[src/hdl/slfo_pkg.sv]
// shared types and constants for the sine lfo amplitude modulator
package slfo_pkg;

  localparam int SMP_W  = 24;
  localparam int SINE_W = 15;
  localparam int DEPTH_W = 16;
  localparam int GAIN_W = DEPTH_W + SINE_W + 2;
  localparam int PHASE_W = 32;
  localparam int CFG_DATA_W = 32;
  localparam int CFG_IDX_W = 2;
  localparam int CHAN_W = 2;

  localparam logic [CFG_IDX_W-1:0] REG_PHASE_STEP     = 2'd0;
  localparam logic [CFG_IDX_W-1:0] REG_MOD_DEPTH      = 2'd1;
  localparam logic [CFG_IDX_W-1:0] REG_ACTIVE_CHANNELS = 2'd2;

  localparam logic [DEPTH_W-1:0] MOD_DEPTH_RST = 16'd32768;
  localparam logic [CHAN_W-1:0]  ACTIVE_CH_RST = 2'd2;

  typedef struct packed {
    logic signed [SMP_W-1:0] sample_ch1;
    logic signed [SMP_W-1:0] sample_ch0;
  } in_t;

  typedef struct packed {
    logic signed [SMP_W-1:0] out_ch1;
    logic signed [SMP_W-1:0] out_ch0;
  } out_t;

endpackage

[src/hdl/slfo_lane.sv]
// one channel lane: gain times sample, round half up and saturate to 24 bits
module slfo_lane (
  input  logic                                clk,
  input  logic                                en,
  input  logic signed [slfo_pkg::GAIN_W-1:0]  gain,
  input  logic signed [slfo_pkg::SMP_W-1:0]   sample,
  output logic signed [slfo_pkg::SMP_W-1:0]   result
);
  import slfo_pkg::*;

  localparam int PROD_W = GAIN_W + SMP_W;
  localparam int Q_W = PROD_W + 1 - 30;

  logic signed [PROD_W-1:0] prod_r;
  logic signed [PROD_W:0]   biased;
  logic signed [Q_W-1:0]    q;
  logic                     in_range;

  always_ff @(posedge clk) begin
    if (en) begin
      prod_r <= gain * sample;
    end
  end

  always_comb begin
    biased = {prod_r[PROD_W-1], prod_r} + (PROD_W+1)'(1 << 29);
    q = biased[PROD_W:30];
    in_range = (q[Q_W-1:SMP_W-1] == '0) || (q[Q_W-1:SMP_W-1] == '1);
    if (in_range) begin
      result = q[SMP_W-1:0];
    end else if (q[Q_W-1]) begin
      result = {1'b1, {(SMP_W-1){1'b0}}};
    end else begin
      result = {1'b0, {(SMP_W-1){1'b1}}};
    end
  end

endmodule

[config.mk]
export PLATFORM = sky130hd
export DESIGN_NAME = slfo_lane
export DESIGN_NICKNAME = d
export VERILOG_FILES = /design/src/hdl/slfo_pkg.sv /design/src/hdl/slfo_lane.sv
export SDC_FILE = /design/constraint.sdc
export NUM_CORES = 2
export LEC_CHECK = 0
export BUFFER_PORTS_ARGS = -buffer_cell sky130_fd_sc_hd__buf_2
export CELL_PAD_IN_SITES_DETAIL_PLACEMENT = 0
export CELL_PAD_IN_SITES_GLOBAL_PLACEMENT = 1
export CORE_ASPECT_RATIO = 1.1
export CORE_MARGIN = 2
export CORE_UTILIZATION = 55
export DETAILED_ROUTE_END_ITERATION = 8
export PLACE_DENSITY = 0.95
export SETUP_SLACK_MARGIN = 0.15
export SLEW_MARGIN = 20
export SYNTH_ARGS = -nofsm -noshare
export SYNTH_HDL_FRONTEND = slang
export SYNTH_SLANG_ARGS = --single-unit
[constraint.sdc]
create_clock -name clk -period 19.2 [get_ports clk]
set_input_delay 0.96 -clock clk [delete_from_list [all_inputs] [get_ports clk]]
set_output_delay 0.96 -clock clk [all_outputs]
set_load 0.02 [all_outputs]
==> reports/qor.csv <==
stage,metric,value,unit
run_status,outcome,finished clean,
yosys,synth_compound_area_share,3.82,%
final_layout,regMostFlops,prod_r,
grt,track_usage,29.0,%
cts,cts_setup_buffers,0,
yosys,synth_async_sr_flop_share,0,%
cts,cts.path.max_buffers,2,
worst_setup_path,required,19.23,ns
cts,cts.sinks,28,
yosys,synth_seq_cells,28,
yosys,synth-adder-area-share,62.3,%
worst_setup_path,arrival,8.29,ns
timing,period_minus_slack,8.26,ns
yosys,synth_mux_area_share,0.104,%
timing,clock.fmax,121,MHz
worst_setup_path,worstSetupStartpointType,input pin,
cts,ctsHoldBuffers,0,
yosys,synth.distinct_cells,64,
final_layout,reg.largest.list,prod_r x28,
grt,first_global_vias,23405,
timing,fin_crit_sh,43.0,%
placed_design,numPortBuffers,82,
yosys,ys_seq_area_share,2.91,%
routing,vias_per_cell,5.55,
yosys,synth_fp_nets,4111,
cts,cts_tree,done,
floorplan,start_util,55.3,%
floorplan,design.core.area,0.0522,mm²
timing,hold_viol,0,
routing,firstDrtPassIters,5,
routing,drt_iter0_drc,1255,
timing,setup_ws,10.94,ns
worst_setup_path,end_kind,flop,
routing,drcViolationCount,0,
floorplan,die_h,244,µm
cts,path_clk_slew,0.08,ns
yosys,syn_inst,3099,
yosys,synth-xor-area-share,1.91,%
grt,grt_pass1_wl,124000,µm
cts,cts_made_buffers,3,
floorplan,die_w,222,µm
grt,overflow,0,
floorplan,num_rows,88,
routing,wl_per_cell,20.0,µm
timing,whs,1.29,ns
final_layout,area_delta_synth_final,2.69,%
placed_design,pre_cts_ws,10.77,ns
grt,antenna_found_initial,4,
timing,rsz0062_at_grt,no,
placed_design,dp_hpwl,60100,µm
cts,cts.repair.resized,0,
yosys,synth_flop_cell,edfxtp_1,
yosys,synth_edf_count,28,
yosys,synth_top_family_by_area,adder cells,
routing,routed_wl,74100,µm
routing,num_vias,20600,
final_layout,layout_commonest_cell,fa_1,
final_layout,layout_common_cells,"fa_1, inv_1, nand2_1",
final_layout,fin_nets,4048,
floorplan,io_pins,83,
timing,finalMaxSlewViolations,0,
timing,fin_setup_tns,0,ns
worst_hold_path,min_path_type,input pin to flop,
worst_setup_path,path_class,input pin to flop,
grt,grt_max_degree,34,
flow_run,max_cap_violations,0,
yosys,ys_warn_count,0,
timing,slew_headroom,32.2,%
worst_setup_path,cp_max_fo,33,
yosys,syn_area,0.0288,mm²
routing,drtAntennaViolNets,0,
timing,worstMarginPinSlew,1.02,ns
yosys,syn_avg_cell_area,9.31,µm²
final_layout,largest_reg_flops,28,
placed_design,globalplace.congestion,0.961,
final_layout,final_layout_size_suffix_gt1_share,3.95,%
cts,htree_levels,1,
yosys,synth_simple_gate_area_share,16.7,%
floorplan,dieArea,0.0543,mm²
cts,cts_root_buf,clkbuf_16,
timing,setup_viol,0,
==> through the flow <==
step           std cells  util, %  instance area (µm²)
2_1_floorplan       3099        -                28800
3_3_place_gp        3706     56.5                29500
3_5_place_dp        3706     56.5                29500
4_1_cts             3710     56.7                29600
5_1_grt             3712     56.8                29600
6_report            3713     56.8                29600
==> worst paths after layout <==
check	startpoint	end	slack (ns)	cells after the start
setup / recovery	sample[3]	prod_r[49]	10.94	20
hold / removal	en	prod_r[37]	1.29	1
==> metal layers <==
metal / GRT usage, % / wire length (µm)
met1: 37.8 / 28200
met2: 50.8 / 37500
met3: 3.11 / 5360
met4: 10.0 / 3020
met5: 0 / 26
==> critical path, stage by stage <==
cell      delay [ns]
buf_2           0.54
nand2_1         0.20
inv_1           0.18
fa_1            0.48
inv_1           0.11
fa_1            0.62
fa_1            0.99
inv_1           0.27
fa_1            0.46
fa_1            0.54
fa_1            0.57
fa_1            0.43
ha_1            0.44
nand2_1         0.13
nor4_1          0.41
nor3b_1         0.23
a32oi_1         0.19
nand3b_1        0.24
a21oi_1         0.11
xnor2_1         0.14
==> Yosys cell counts, types with 9 or more instances <==
library cell | number | area share, %
o21ai_0 | 20 | 0.35
xor2_1 | 26 | 0.79
xnor2_1 | 37 | 1.1
a21oi_1 | 44 | 0.76
nand2_1 | 430 | 5.6
nand3_1 | 18 | 0.31
a211oi_1 | 11 | 0.29
o21a_1 | 9 | 0.23
inv_1 | 782 | 10
nor3_1 | 9 | 0.16
edfxtp_1 | 28 | 2.9
fa_1 | 804 | 56
and3_1 | 12 | 0.26
ha_1 | 149 | 6.5
a21o_1 | 24 | 0.62
nor2_1 | 56 | 0.73
a21oi_2 | 20 | 0.61
and2_1 | 370 | 8.0
clkbuf_1 | 146 | 1.9
nand2b_1 | 13 | 0.28
nand4_1 | 15 | 0.33
==> kinds of logic after synthesis <==
group                    after synthesis
AO/OA/AOI/OAI                        163
XOR/XNOR                              63
adder cells (fa/ha/maj)              953
buffers and inverters                935
flip-flops                            28
multiplexers                           3
AND/OR/NAND/NOR                      954
==> cell type report <==
class / instances / area (µm²)
inverter: 783 / 2940
multi-input combinational: 2136 / 24500
clock inverter: 1 / 30.0
fill: 4523 / 22600
antenna: 3 / 7.51
timing repair buffer: 84 / 425
sequential: 28 / 841
clock buffer: 3 / 75.1
tap: 675 / 845
Power is left out: the tool's default activity adds up to more than one toggle a clock period on the data nets, which glitch-free logic cannot reach.
